## config.mk

```make
export PLATFORM = sky130hd
export DESIGN_NAME = mandelbrot_escape_time_pixel_core
export DESIGN_NICKNAME = d
export VERILOG_FILES = /design/src/rtl/mbrot_pkg.sv /design/src/rtl/mbrot_map.sv /design/src/rtl/mbrot_mul.sv /design/src/rtl/mandelbrot_escape_time_pixel_core.sv
export SDC_FILE = /design/constraint.sdc
export NUM_CORES = 2
export LEC_CHECK = 0
export BUFFER_PORTS_ARGS = -buffer_cell sky130_fd_sc_hd__buf_2
export CAP_MARGIN = 20
export CORE_ASPECT_RATIO = 1.2
export CORE_MARGIN = 4
export CORE_UTILIZATION = 35
export DETAILED_ROUTE_END_ITERATION = 8
export PLACE_DENSITY = 0.45
export SETUP_SLACK_MARGIN = 0.4
export SYNTH_ARGS = -nofsm -noshare
export SYNTH_HDL_FRONTEND = slang
export SYNTH_HIERARCHICAL = 1
export SYNTH_SLANG_ARGS = --single-unit
```

## constraint.sdc

```tcl
create_clock -name clk -period 11 [get_ports clk]
set_input_delay 0 -clock clk [delete_from_list [all_inputs] [get_ports clk]]
set_output_delay 0 -clock clk [all_outputs]
set_load 0.02 [all_outputs]
```

## src/rtl/mbrot_pkg.sv

```systemverilog
// Package with the register map, field widths and fixed constants of the escape-time core.
package mbrot_pkg;

  localparam int PIX_W   = 12;
  localparam int LIMIT_W = 16;
  localparam int DIM_W   = 13;
  localparam int DATA_W  = 16;
  localparam int IDX_W   = 2;

  localparam int NUM_W = 15;
  localparam int DEN_W = 14;

  localparam int MAX_DIM = 4096;
  localparam int INT_CAP = 64;

  localparam logic [IDX_W-1:0] CFG_LIMIT  = 2'd0;
  localparam logic [IDX_W-1:0] CFG_WIDTH  = 2'd1;
  localparam logic [IDX_W-1:0] CFG_HEIGHT = 2'd2;

  localparam logic [LIMIT_W-1:0] RST_LIMIT  = 16'd10000;
  localparam logic [DIM_W-1:0]   RST_WIDTH  = 13'd1920;
  localparam logic [DIM_W-1:0]   RST_HEIGHT = 13'd1080;

endpackage

```

## src/rtl/mbrot_map.sv

```systemverilog
// Bit-serial long divider that maps a pixel position to a fixed-point coordinate.
module mbrot_map #(
  parameter int FRAC_BITS = 26
) (
  input  logic                          clk,
  input  logic                          rst_n,
  input  logic                          start,
  input  logic [mbrot_pkg::NUM_W-1:0]   num,
  input  logic [mbrot_pkg::DEN_W-1:0]   den,
  input  logic                          is_y,
  output logic                          done,
  output logic [FRAC_BITS+5:0]          coord
);

  localparam int W     = FRAC_BITS + 6;
  localparam int NW    = mbrot_pkg::NUM_W;
  localparam int DW    = mbrot_pkg::DEN_W;
  localparam int STEPS = NW + FRAC_BITS;
  localparam int CW    = $clog2(STEPS);
  localparam int SW    = FRAC_BITS + 8;

  localparam logic signed [SW-1:0] OFF_X = $signed(SW'(5) << (FRAC_BITS - 1));
  localparam logic signed [SW-1:0] OFF_Y = $signed(SW'(1) << FRAC_BITS);
  localparam logic signed [SW-1:0] WMAX  = $signed((SW'(1) << (W - 1)) - SW'(1));
  localparam logic signed [SW-1:0] WMIN  = -WMAX - SW'(1);

  logic [NW-1:0]    num_r;
  logic [DW-1:0]    den_r;
  logic [DW-1:0]    rem_r;
  logic [DW-1:0]    rem_nxt;
  logic [STEPS-1:0] quo_r;
  logic [CW-1:0]    cnt_r;
  logic             run_r;
  logic             done_r;
  logic             isy_r;

  logic [DW:0]             trial;
  logic                    ge;
  logic [NW-1:0]           ipart;
  logic [6:0]              ipart_c;
  logic signed [SW-1:0]    val;
  logic signed [SW-1:0]    diff;

  always_comb begin
    trial   = {rem_r, num_r[NW-1]};
    ge      = trial >= {1'b0, den_r};
    rem_nxt = ge ? DW'(trial - {1'b0, den_r}) : DW'(trial);
  end

  always_ff @(posedge clk) begin
    if (!rst_n) begin
      run_r  <= 1'b0;
      done_r <= 1'b0;
      cnt_r  <= '0;
    end else begin
      done_r <= 1'b0;
      if (start) begin
        run_r <= 1'b1;
        cnt_r <= '0;
      end else if (run_r) begin
        cnt_r <= cnt_r + CW'(1);
        if (cnt_r == CW'(STEPS - 1)) begin
          run_r  <= 1'b0;
          done_r <= 1'b1;
        end
      end
    end
  end

  always_ff @(posedge clk) begin
    if (start) begin
      num_r <= num;
      den_r <= den;
      isy_r <= is_y;
      rem_r <= '0;
      quo_r <= '0;
    end else if (run_r) begin
      num_r <= num_r << 1;
      rem_r <= rem_nxt;
      quo_r <= {quo_r[STEPS-2:0], ge};
    end
  end

  always_comb begin
    ipart   = quo_r[STEPS-1:FRAC_BITS];
    ipart_c = (ipart > NW'(mbrot_pkg::INT_CAP)) ? 7'(mbrot_pkg::INT_CAP) : ipart[6:0];
    val     = $signed(SW'({ipart_c, quo_r[FRAC_BITS-1:0]}));
    diff    = val - (isy_r ? OFF_Y : OFF_X);
    if (diff > WMAX) begin
      coord = WMAX[W-1:0];
    end else if (diff < WMIN) begin
      coord = WMIN[W-1:0];
    end else begin
      coord = diff[W-1:0];
    end
  end

  assign done = done_r;

endmodule

```

## src/rtl/mbrot_mul.sv

```systemverilog
// Signed fixed-point multiplier (multi-pass above 31 fraction bits) with floor rounding, shared by all products.
module mbrot_mul #(
  parameter int FRAC_BITS = 26
) (
  input  logic                 clk,
  input  logic                 rst_n,
  input  logic                 start,
  input  logic [FRAC_BITS+5:0] a,
  input  logic [FRAC_BITS+5:0] b,
  output logic                 done,
  output logic [FRAC_BITS+5:0] p
);

  localparam int W      = FRAC_BITS + 6;
  localparam int MAG    = FRAC_BITS + 1;
  localparam int DIG    = (MAG > 32) ? 2 : 1;
  localparam int H      = (MAG + DIG - 1) / DIG;
  localparam int UW     = DIG * H;
  localparam int PASSES = DIG * DIG;
  localparam int PW     = (PASSES > 1) ? $clog2(PASSES) : 1;
  localparam int AW     = 2 * UW + 4;

  logic [UW-1:0]  ua_r;
  logic [UW-1:0]  ub_r;
  logic           neg_r;
  logic [PW-1:0]  pass_r;
  logic           run_r;
  logic [2*H-1:0] pp_r;
  logic [1:0]     sh_r;
  logic           ppv_r;
  logic           last_r;
  logic [AW-1:0]  acc_r;
  logic [AW-1:0]  acc_nxt;
  logic           done_r;

  logic [W-1:0] abs_a;
  logic [W-1:0] abs_b;
  logic         di;
  logic         dj;
  logic [H-1:0] da;
  logic [H-1:0] db;
  logic [W-1:0] q;
  logic         rem;

  always_comb begin
    abs_a   = a[W-1] ? (W'(0) - a) : a;
    abs_b   = b[W-1] ? (W'(0) - b) : b;
    di      = (DIG > 1) ? pass_r[PW-1] : 1'b0;
    dj      = (DIG > 1) ? pass_r[0] : 1'b0;
    da      = ua_r[int'(di) * H +: H];
    db      = ub_r[int'(dj) * H +: H];
    acc_nxt = acc_r + (AW'(pp_r) << (int'(sh_r) * H));
    q       = acc_r[FRAC_BITS +: W];
    rem     = |acc_r[FRAC_BITS-1:0];
    p       = neg_r ? (W'(0) - q - W'(rem)) : q;
  end

  always_ff @(posedge clk) begin
    if (!rst_n) begin
      run_r  <= 1'b0;
      ppv_r  <= 1'b0;
      last_r <= 1'b0;
      done_r <= 1'b0;
      pass_r <= '0;
    end else begin
      done_r <= ppv_r && last_r;
      ppv_r  <= run_r;
      last_r <= run_r && (pass_r == PW'(PASSES - 1));
      if (start) begin
        run_r  <= 1'b1;
        pass_r <= '0;
      end else if (run_r) begin
        pass_r <= pass_r + PW'(1);
        if (pass_r == PW'(PASSES - 1)) begin
          run_r <= 1'b0;
        end
      end
    end
  end

  always_ff @(posedge clk) begin
    pp_r <= da * db;
    sh_r <= {1'b0, di} + {1'b0, dj};
    if (start) begin
      ua_r  <= UW'(abs_a[MAG-1:0]);
      ub_r  <= UW'(abs_b[MAG-1:0]);
      neg_r <= a[W-1] ^ b[W-1];
      acc_r <= '0;
    end else if (ppv_r) begin
      acc_r <= acc_nxt;
    end
  end

  assign done = done_r;

endmodule

```

## src/rtl/mandelbrot_escape_time_pixel_core.sv

```systemverilog
// Top level of the Mandelbrot escape-time core: sequencer, iteration datapath and registers.
//
//   channel  direction  handshake          payload
//   in       input      in_valid/in_stall  in_pixel_x, in_pixel_y, in_tile_last
//   out      output     out_valid/out_stall out_escape_count, out_result_last
//   cfg      input      cfg_we             cfg_index, cfg_data
//
// Each pixel's coordinates are mapped in the serial divider, x and then y, and each
// escape iteration then forms its three products in turn in the one shared multiplier
// (in several passes per product above 31 fraction bits), with a hand-off between steps.
// The core takes a new beat only when idle; a finished result waits in the output register.
// Synchronous reset returns the sequencer to idle and restores the register defaults.
module mandelbrot_escape_time_pixel_core #(
  parameter int FRAC_BITS  = 26,
  parameter int COUNT_BITS = 16
) (
  input  logic                              clk,
  input  logic                              rst_n,
  input  logic                              in_valid,
  output logic                              in_stall,
  input  logic [mbrot_pkg::PIX_W-1:0]       in_pixel_x,
  input  logic [mbrot_pkg::PIX_W-1:0]       in_pixel_y,
  input  logic                              in_tile_last,
  output logic                              out_valid,
  input  logic                              out_stall,
  output logic [mbrot_pkg::LIMIT_W-1:0]     out_escape_count,
  output logic                              out_result_last,
  input  logic                              cfg_we,
  input  logic [mbrot_pkg::IDX_W-1:0]       cfg_index,
  input  logic [mbrot_pkg::DATA_W-1:0]      cfg_data
);

  localparam int W     = FRAC_BITS + 6;
  localparam int CNT_W = (COUNT_BITS < mbrot_pkg::LIMIT_W) ? COUNT_BITS : mbrot_pkg::LIMIT_W;
  localparam int DW    = mbrot_pkg::DIM_W;
  localparam int NW    = mbrot_pkg::NUM_W;
  localparam int PW    = mbrot_pkg::PIX_W;

  localparam logic [CNT_W-1:0] COUNT_MAX = {CNT_W{1'b1}};

  localparam logic signed [W-1:0]   TWO_FX  = $signed(W'(2) << FRAC_BITS);
  localparam logic signed [W-1:0]   NTWO_FX = -TWO_FX;
  localparam logic signed [W:0]     FOUR_FX = $signed((W + 1)'(4) << FRAC_BITS);
  localparam logic signed [W+1:0]   SMAX    = $signed((W + 2)'((W + 2)'(1) << (W - 1)) - (W + 2)'(1));
  localparam logic signed [W+1:0]   SMIN    = -SMAX - (W + 2)'(1);

  localparam logic [2:0] S_IDLE  = 3'd0;
  localparam logic [2:0] S_DIVX  = 3'd1;
  localparam logic [2:0] S_DIVY  = 3'd2;
  localparam logic [2:0] S_CHECK = 3'd3;
  localparam logic [2:0] S_MXX   = 3'd4;
  localparam logic [2:0] S_MYY   = 3'd5;
  localparam logic [2:0] S_MXY   = 3'd6;
  localparam logic [2:0] S_DONE  = 3'd7;

  function automatic logic [W-1:0] sat_w(input logic signed [W+1:0] v);
    logic [W-1:0] r;
    if (v > SMAX) begin
      r = SMAX[W-1:0];
    end else if (v < SMIN) begin
      r = SMIN[W-1:0];
    end else begin
      r = v[W-1:0];
    end
    return r;
  endfunction

  function automatic logic [DW-1:0] clamp_dim(input logic [DW-1:0] d);
    logic [DW-1:0] r;
    if (d == '0) begin
      r = DW'(1);
    end else if (32'(d) > mbrot_pkg::MAX_DIM) begin
      r = DW'(mbrot_pkg::MAX_DIM);
    end else begin
      r = d;
    end
    return r;
  endfunction

  logic [mbrot_pkg::LIMIT_W-1:0] cfg_limit_r;
  logic [DW-1:0]                 cfg_width_r;
  logic [DW-1:0]                 cfg_height_r;

  logic [2:0]          state_r;
  logic [2:0]          state_nxt;
  logic [PW-1:0]       py_r;
  logic                last_r;
  logic signed [W-1:0] cx_r;
  logic signed [W-1:0] cy_r;
  logic signed [W-1:0] x_r;
  logic signed [W-1:0] y_r;
  logic signed [W-1:0] x_nxt;
  logic signed [W-1:0] y_nxt;
  logic signed [W-1:0] xx_r;
  logic signed [W-1:0] yy_r;
  logic [CNT_W-1:0]    cnt_r;
  logic                out_valid_r;
  logic [CNT_W-1:0]    out_count_r;
  logic                out_last_r;

  logic [DW-1:0]                wd;
  logic [DW-1:0]                hd;
  logic [CNT_W-1:0]             lim;
  logic                         accept;
  logic                         stop;
  logic                         esc4;
  logic                         out_load;
  logic                         map_start;
  logic [NW-1:0]                map_num;
  logic [mbrot_pkg::DEN_W-1:0]  map_den;
  logic                         map_is_y;
  logic                         map_done;
  logic [W-1:0]                 map_coord;
  logic                         mul_start;
  logic [W-1:0]                 mul_a;
  logic [W-1:0]                 mul_b;
  logic                         mul_done;
  logic signed [W-1:0]          mul_p;

  always_comb begin
    wd  = clamp_dim(cfg_width_r);
    hd  = clamp_dim(cfg_height_r);
    lim = (cfg_limit_r > mbrot_pkg::LIMIT_W'(COUNT_MAX)) ? COUNT_MAX : cfg_limit_r[CNT_W-1:0];

    accept   = in_valid && (state_r == S_IDLE);
    stop     = (cnt_r >= lim) || (x_r >= TWO_FX) || (x_r <= NTWO_FX)
               || (y_r >= TWO_FX) || (y_r <= NTWO_FX);
    esc4     = ($signed({xx_r[W-1], xx_r}) + $signed({mul_p[W-1], mul_p})) >= FOUR_FX;
    out_load = (state_r == S_DONE) && (!out_valid_r || !out_stall);

    x_nxt = sat_w($signed({{2{xx_r[W-1]}}, xx_r}) - $signed({{2{yy_r[W-1]}}, yy_r})
                  + $signed({{2{cx_r[W-1]}}, cx_r}));
    y_nxt = sat_w($signed({mul_p[W-1], mul_p, 1'b0}) + $signed({{2{cy_r[W-1]}}, cy_r}));

    map_start = accept || ((state_r == S_DIVX) && map_done);
    map_is_y  = (state_r != S_IDLE);
    map_num   = map_is_y ? NW'({py_r, 1'b0}) : NW'(NW'(in_pixel_x) * NW'(7));
    map_den   = map_is_y ? {1'b0, hd} : {wd, 1'b0};

    mul_start = ((state_r == S_CHECK) && !stop) || ((state_r == S_MXX) && mul_done)
                || ((state_r == S_MYY) && mul_done && !esc4);
    mul_a     = (state_r == S_MXX) ? y_r : x_r;
    mul_b     = (state_r == S_CHECK) ? x_r : y_r;
  end

  always_comb begin
    state_nxt = state_r;
    case (state_r)
      S_IDLE: begin
        if (accept) begin
          state_nxt = S_DIVX;
        end
      end
      S_DIVX: begin
        if (map_done) begin
          state_nxt = S_DIVY;
        end
      end
      S_DIVY: begin
        if (map_done) begin
          state_nxt = S_CHECK;
        end
      end
      S_CHECK: begin
        state_nxt = stop ? S_DONE : S_MXX;
      end
      S_MXX: begin
        if (mul_done) begin
          state_nxt = S_MYY;
        end
      end
      S_MYY: begin
        if (mul_done) begin
          state_nxt = esc4 ? S_DONE : S_MXY;
        end
      end
      S_MXY: begin
        if (mul_done) begin
          state_nxt = S_CHECK;
        end
      end
      S_DONE: begin
        if (out_load) begin
          state_nxt = S_IDLE;
        end
      end
      default: begin
        state_nxt = S_IDLE;
      end
    endcase
  end

  always_ff @(posedge clk) begin
    if (!rst_n) begin
      state_r      <= S_IDLE;
      out_valid_r  <= 1'b0;
      cfg_limit_r  <= mbrot_pkg::RST_LIMIT;
      cfg_width_r  <= mbrot_pkg::RST_WIDTH;
      cfg_height_r <= mbrot_pkg::RST_HEIGHT;
    end else begin
      state_r <= state_nxt;
      if (out_load) begin
        out_valid_r <= 1'b1;
      end else if (!out_stall) begin
        out_valid_r <= 1'b0;
      end
      if (cfg_we) begin
        case (cfg_index)
          mbrot_pkg::CFG_LIMIT:  cfg_limit_r  <= cfg_data;
          mbrot_pkg::CFG_WIDTH:  cfg_width_r  <= cfg_data[DW-1:0];
          mbrot_pkg::CFG_HEIGHT: cfg_height_r <= cfg_data[DW-1:0];
          default: begin
          end
        endcase
      end
    end
  end

  always_ff @(posedge clk) begin
    if (accept) begin
      py_r   <= in_pixel_y;
      last_r <= in_tile_last;
    end
    if ((state_r == S_DIVX) && map_done) begin
      cx_r <= map_coord;
    end
    if ((state_r == S_DIVY) && map_done) begin
      cy_r  <= map_coord;
      x_r   <= '0;
      y_r   <= '0;
      cnt_r <= '0;
    end
    if ((state_r == S_MXX) && mul_done) begin
      xx_r <= mul_p;
    end
    if ((state_r == S_MYY) && mul_done) begin
      yy_r <= mul_p;
    end
    if ((state_r == S_MXY) && mul_done) begin
      x_r   <= x_nxt;
      y_r   <= y_nxt;
      cnt_r <= cnt_r + CNT_W'(1);
    end
    if (out_load) begin
      out_count_r <= cnt_r;
      out_last_r  <= last_r;
    end
  end

  mbrot_map #(
    .FRAC_BITS(FRAC_BITS)
  ) u_map (
    .clk   (clk),
    .rst_n (rst_n),
    .start (map_start),
    .num   (map_num),
    .den   (map_den),
    .is_y  (map_is_y),
    .done  (map_done),
    .coord (map_coord)
  );

  mbrot_mul #(
    .FRAC_BITS(FRAC_BITS)
  ) u_mul (
    .clk   (clk),
    .rst_n (rst_n),
    .start (mul_start),
    .a     (mul_a),
    .b     (mul_b),
    .done  (mul_done),
    .p     (mul_p)
  );

  assign in_stall         = (state_r != S_IDLE);
  assign out_valid        = out_valid_r;
  assign out_escape_count = mbrot_pkg::LIMIT_W'(out_count_r);
  assign out_result_last  = out_last_r;

endmodule

```

### After elaboration in Yosys (flattened, before gate mapping)

Index checks and enable logic that the tools add are counted.

* flip-flop bits (word level): 549
* bits of input ports: 48
* output and inout bits: 19
* word-level logic and storage cells: 177

* add/subtract/negate cells: 14
* multipliers: 2
* $lt $le $gt $ge: 17
* equal/unequal tests: 18
* multiplexer cells: 47
* bitwise logic cells: 4
* reduce and logical (&&, ||, !) cells: 39

Operators by type and width (number)
* 32-bit two-way mux: 12
* 34-bit by 32-bit greater-than comparator with 1-bit output (second input constant): 3
* 34-bit by 32-bit < comparator with 1-bit output (second input constant): 3
* 33-bit by 32-bit adder with 34-bit output: 2
* 32-bit by 29-bit >= comparator with 1-bit output (second input constant): 2
* 32-bit by 28-bit <= comparator with 1-bit output (second input constant): 2
* 58-bit by 54-bit adder with 58-bit output: 1
* 27-bit by 27-bit multiplier with 54-bit output: 1
* 27-bit two-way mux: 2
* 1-bit by 27-bit subtractor with 27-bit output (first input constant): 2
* 13-bit two-way mux: 4
* 16-bit two-way mux: 3
* 15-bit two-way mux: 3
* 34-bit subtractor: 1
* 32-bit by 32-bit adder with 33-bit output: 1
* 33-bit by 30-bit >= comparator with 1-bit output (second input constant): 1
* 32-bit by 32-bit subtractor with 33-bit output: 1
* 1-bit by 32-bit subtractor with 32-bit output (first input constant): 1
* 32-bit by 1-bit subtractor with 32-bit output: 1
* 28-bit two-way mux: 1
* 13-bit greater-than comparator (second input constant): 2
* 13-bit zero test: 2
* 26-bit OR reduction: 1
* 3-bit one-hot mux with 8 select lines: 1
* other kinds (36): 88

### Longest topological paths before layout

* depth after elaboration: 12
* mapped depth: 33

### Hierarchy

The synthesis kept the hierarchy.

Modules (own cells, without submodules)
* mbrot_mul: times used 1, cells each 3971, area each 34667.0 um^2, seq. area each 3993.8 um^2
* mandelbrot_escape_time_pixel_core: times used 1, cells each 1723, area each 18263.8 um^2, seq. area each 8067.7 um^2
* mbrot_map: times used 1, cells each 507, area each 4805.9 um^2, seq. area each 2162.1 um^2

### Worst setup path before layout

No wires, ideal clock.

* path kind: reg-to-reg
* start: reg u_mul.acc_r[0]
* end: reg u_mul.acc_r[46]
* library setup time: 0.117 ns
* data arrival time: 7.117 ns
* required time: 10.883 ns
* slack: 3.765 ns
* cell stages (with the launch flop): 33
* period minus slack after synthesis: 7.235 ns
* cells stage by stage: dfxtp_1 > nor4_1 > nand4_1 > nor2_1 > ha_1 > ha_1 > inv_1 > ha_1 > or2_2 > a21oi_1 > o22ai_1 > a41oi_1 > a31oi_1 > o21ai_0 > a2111oi_0 > or3_1 > o21ai_0 > ha_1 > nand2_1 > nor4b_2 > nand2b_1 > a2111oi_0 > nor2_1 > xnor2_1 > a21oi_1 > a31o_2 > a211o_1 > clkbuf_1 > nand2b_1 > clkbuf_1 > nor2_1 > a22oi_1 > nand2_1

* word-level cells in the longest chain between the ends: 8
* elaborated cells between the ends (all ways): 9

Ends and longest elaborated chain
* start, declared: line mbrot_mul.sv:32 `logic [AW-1:0] acc_r;`
* start signal, assigned: line mbrot_mul.sv:90 `acc_r <= acc_nxt;`
* 26-bit OR reduction: line mbrot_mul.sv:54 `rem = |acc_r[FRAC_BITS-1:0];`
* 32-bit by 1-bit subtractor with 32-bit output: line mbrot_mul.sv:55 `p = neg_r ? (W'(0) - q - W'(rem)) : q;`
* 32-bit two-way mux: line mbrot_mul.sv:55
* via mul_p[25]: line mandelbrot_escape_time_pixel_core.sv:118 `logic signed [W-1:0] mul_p;`
* 32-bit by 32-bit adder with 33-bit output: line mandelbrot_escape_time_pixel_core.sv:128 `esc4 = ($signed({xx_r[W-1], xx_r}) + $signed({mul_p[W-1], mul_p})) >= FOUR_FX;`
* 33-bit by 30-bit >= comparator with 1-bit output: line mandelbrot_escape_time_pixel_core.sv:128
* 1-bit zero test: line mandelbrot_escape_time_pixel_core.sv:141 `|| ((state_r == S_MYY) && mul_done && !esc4);`
* 1-bit logical AND: line mandelbrot_escape_time_pixel_core.sv:141
* 1-bit logical OR: line mandelbrot_escape_time_pixel_core.sv:141
* via mul_start: line mandelbrot_escape_time_pixel_core.sv:114 `logic mul_start;`

The timed path passes the listed nets, and every way through them passes these cells.
A chain may end at the register's enable or synchronous reset.

### Final worst setup path

* start: reg u_mul.acc_r[6]
* end: reg u_mul.acc_r[53]

Same word-level chain as after synthesis.

==> flow_summary.yaml <==
hold_path:
  min_to: "cfg_limit_r[7]"
  min_from: "cfg_index[0]"
  worstHoldPathCells: 4
  hold_class: "input pin to flip-flop"
setup_path:
  ff2ff_setup_slack_ps: 2670
  critical_path_arrival_ps: 8910
  cp-start-kind: "flip-flop"
  slowest_delay_ps: 890
  path_common_cell: "ha_1"
  crit_type: "flip-flop to flip-flop"
  critPathCaptureType: "flip-flop"
  cp_max_fo: 44
  r2r-end: "u_mul/acc_r[53]"
  reg2reg_from: "u_mul/acc_r[6]"
  cp.required_ps: 11580
  cp_slowest_cell: "nor2b_1"
  rr_worst_depth: 28
synth:
  avgSynthCellArea_um2: 9.31
  yosysWarnings: 6
  syn_area_um2: 57600
  synthCells: 6193
  syn_nets: 7346
status:
  outcome: "finished, final reports clean"
layout:
  fin_nets: 7346
  final_cell_mix: "inv_1 (982), nand2_1 (826), fa_1 (673)"
  final_core_util_pct: 38.6
  largest_reg_flops: 58
  largest_register: "u_mul/acc_r"
  area_delta_synth_final_pct: 9.32
  fill_cells: 16423
  reg_top3: "u_mul/acc_r x58, u_mul/pp_r x54, u_map/quo_r x41"
  final_common_cell: "inv_1"
  drive_gt1_share_pct: 6.96
timing:
  slew_viol_final: 0
  slew_headroom_pct: 31.3
  min_period_over_period_pct: 75.7
  finClkSkew_ps: 31.5
  worstMarginPinSlew_ps: 1030
  hold_viol_final: 0
  rsz0062_at_grt: "false"
  fmax_mhz: 120
  period_minus_slack_ps: 8330
  setup_viol_count_final: 0
  finalSetupTns_ps: 0
route:
  wl_um: 167000
  wl_met2_um: 83700
  first_pass_iters: 8
  routed.top_layer: "met5"
  vias: 42765
  drc: 0
  drtIter0Drc: 2062
  vias_per_cell: 5.10
  postRouteAntennaNets: 0
  wl_per_cell_um: 19.9
  met1_length_um: 72300
  met3_length_um: 5290
clock_tree:
  cts_tree: "yes"
  clockBufferDepth: 3
  cts_root_buf: "clkbuf_16"
  cts_setup_buffers: 0
  hold_buffers: 43
  path_clk_slew_ps: 60
  ctsResizeCount: 0
  clkSinkCount: 549
  clk_latency_ps: 640
  numCtsBuffers: 69
  cts_max_level: 3
power_and_ir_drop:
  ir_drop_mv: 0.128
  power_per_cell_area_nw_per_um2: 158
  power.total_uw: 9960
  power_leakage_uw: 0.0302
global_routing:
  grt_usage_pct: 19.9
  grt_max_degree: 68
  antenna_found_initial: 4
  grt_pass1_vias: 44991
  grt_pass1_wl_um: 264000
  gr-total-overflow: 0
job:
  maxCapViolations: 0
die:
  core_um2: 163000
  floorplan.die.height_um: 453
  start_util_pct: 35.3
  pin_count: 67
  dieArea_um2: 171000
  rows: 162
  fp.dieW_um: 378
placement:
  dpl.hpwl_um: 132000
  portBuffers: 66
  gp_congestion: 0.859
[routing by layer]
layer  global-route usage, %  vias to the layer above
met5                       0                        -
met4                    6.79                        2
met3                    1.87                      224
met2                    34.9                      744
met1                    25.5                    21397
li1                        -                    20398
[metrics by stage]
| stage | worst slack (ps) | hold WS (ps) | cell area [µm²] | std cells |
|---|---|---|---|---|
| 2_1_floorplan | 3770 | 98.9 | 57600 | 6193 |
| 3_3_place_gp | 2790 | 178 | 60300 | 8208 |
| 3_5_place_dp | 2740 | 180 | 60300 | 8208 |
| 4_1_cts | 2670 | 7.55 | 63000 | 8378 |
| 5_1_grt | 1850 | 44.7 | 63000 | 8382 |
| 6_report | 2670 | 34.4 | 63000 | 8385 |
[how the worst max path moves through the flow]
stage	start	to	slack, ps
after floorplan	u_mul/acc_r[0]	u_mul/acc_r[46]	3770
after global placement	u_mul/acc_r[6]	u_mul/acc_r[53]	2790
after detailed placement	u_mul/acc_r[6]	u_mul/acc_r[53]	2740
after CTS	u_mul/acc_r[6]	u_mul/acc_r[53]	2670
after global routing	u_mul/acc_r[6]	u_mul/acc_r[53]	1850
final	u_mul/acc_r[6]	u_mul/acc_r[53]	2670
[critical path: cells and delay by family, from the launching register on]
family	cells	cell delay (ps)
AOI/OAI and AO/OA	12	3550
adders and majority gates	3	780
and+or+nand+nor	11	3140
DFF	1	320
muxes	1	210
xor gates and xnor gates	1	150
[where the power goes]
part           switching, µW  total (µW)  internal [µW]
Sequential              87.1        2500           2410
Combinational           3130        5160           2030
Clock                    949        2300           1350
[final cells by class]
| cell class | instances | area, µm² | share of cell area, % |
|---|---|---|---|
| Timing Repair Buffer | 208 | 1530 | 2.43 |
| Sequential cell | 549 | 14200 | 22.6 |
| Antenna cell | 4 | 10.0 | 0.0159 |
| Multi-Input combinational cell | 4383 | 38600 | 61.3 |
| Inverter | 982 | 3690 | 5.85 |
| Tap cell | 2132 | 2670 | 4.23 |
| Clock buffer | 95 | 1960 | 3.11 |
| Clock inverter | 32 | 319 | 0.506 |
Note: power is estimated with default switching activity, not from simulation.
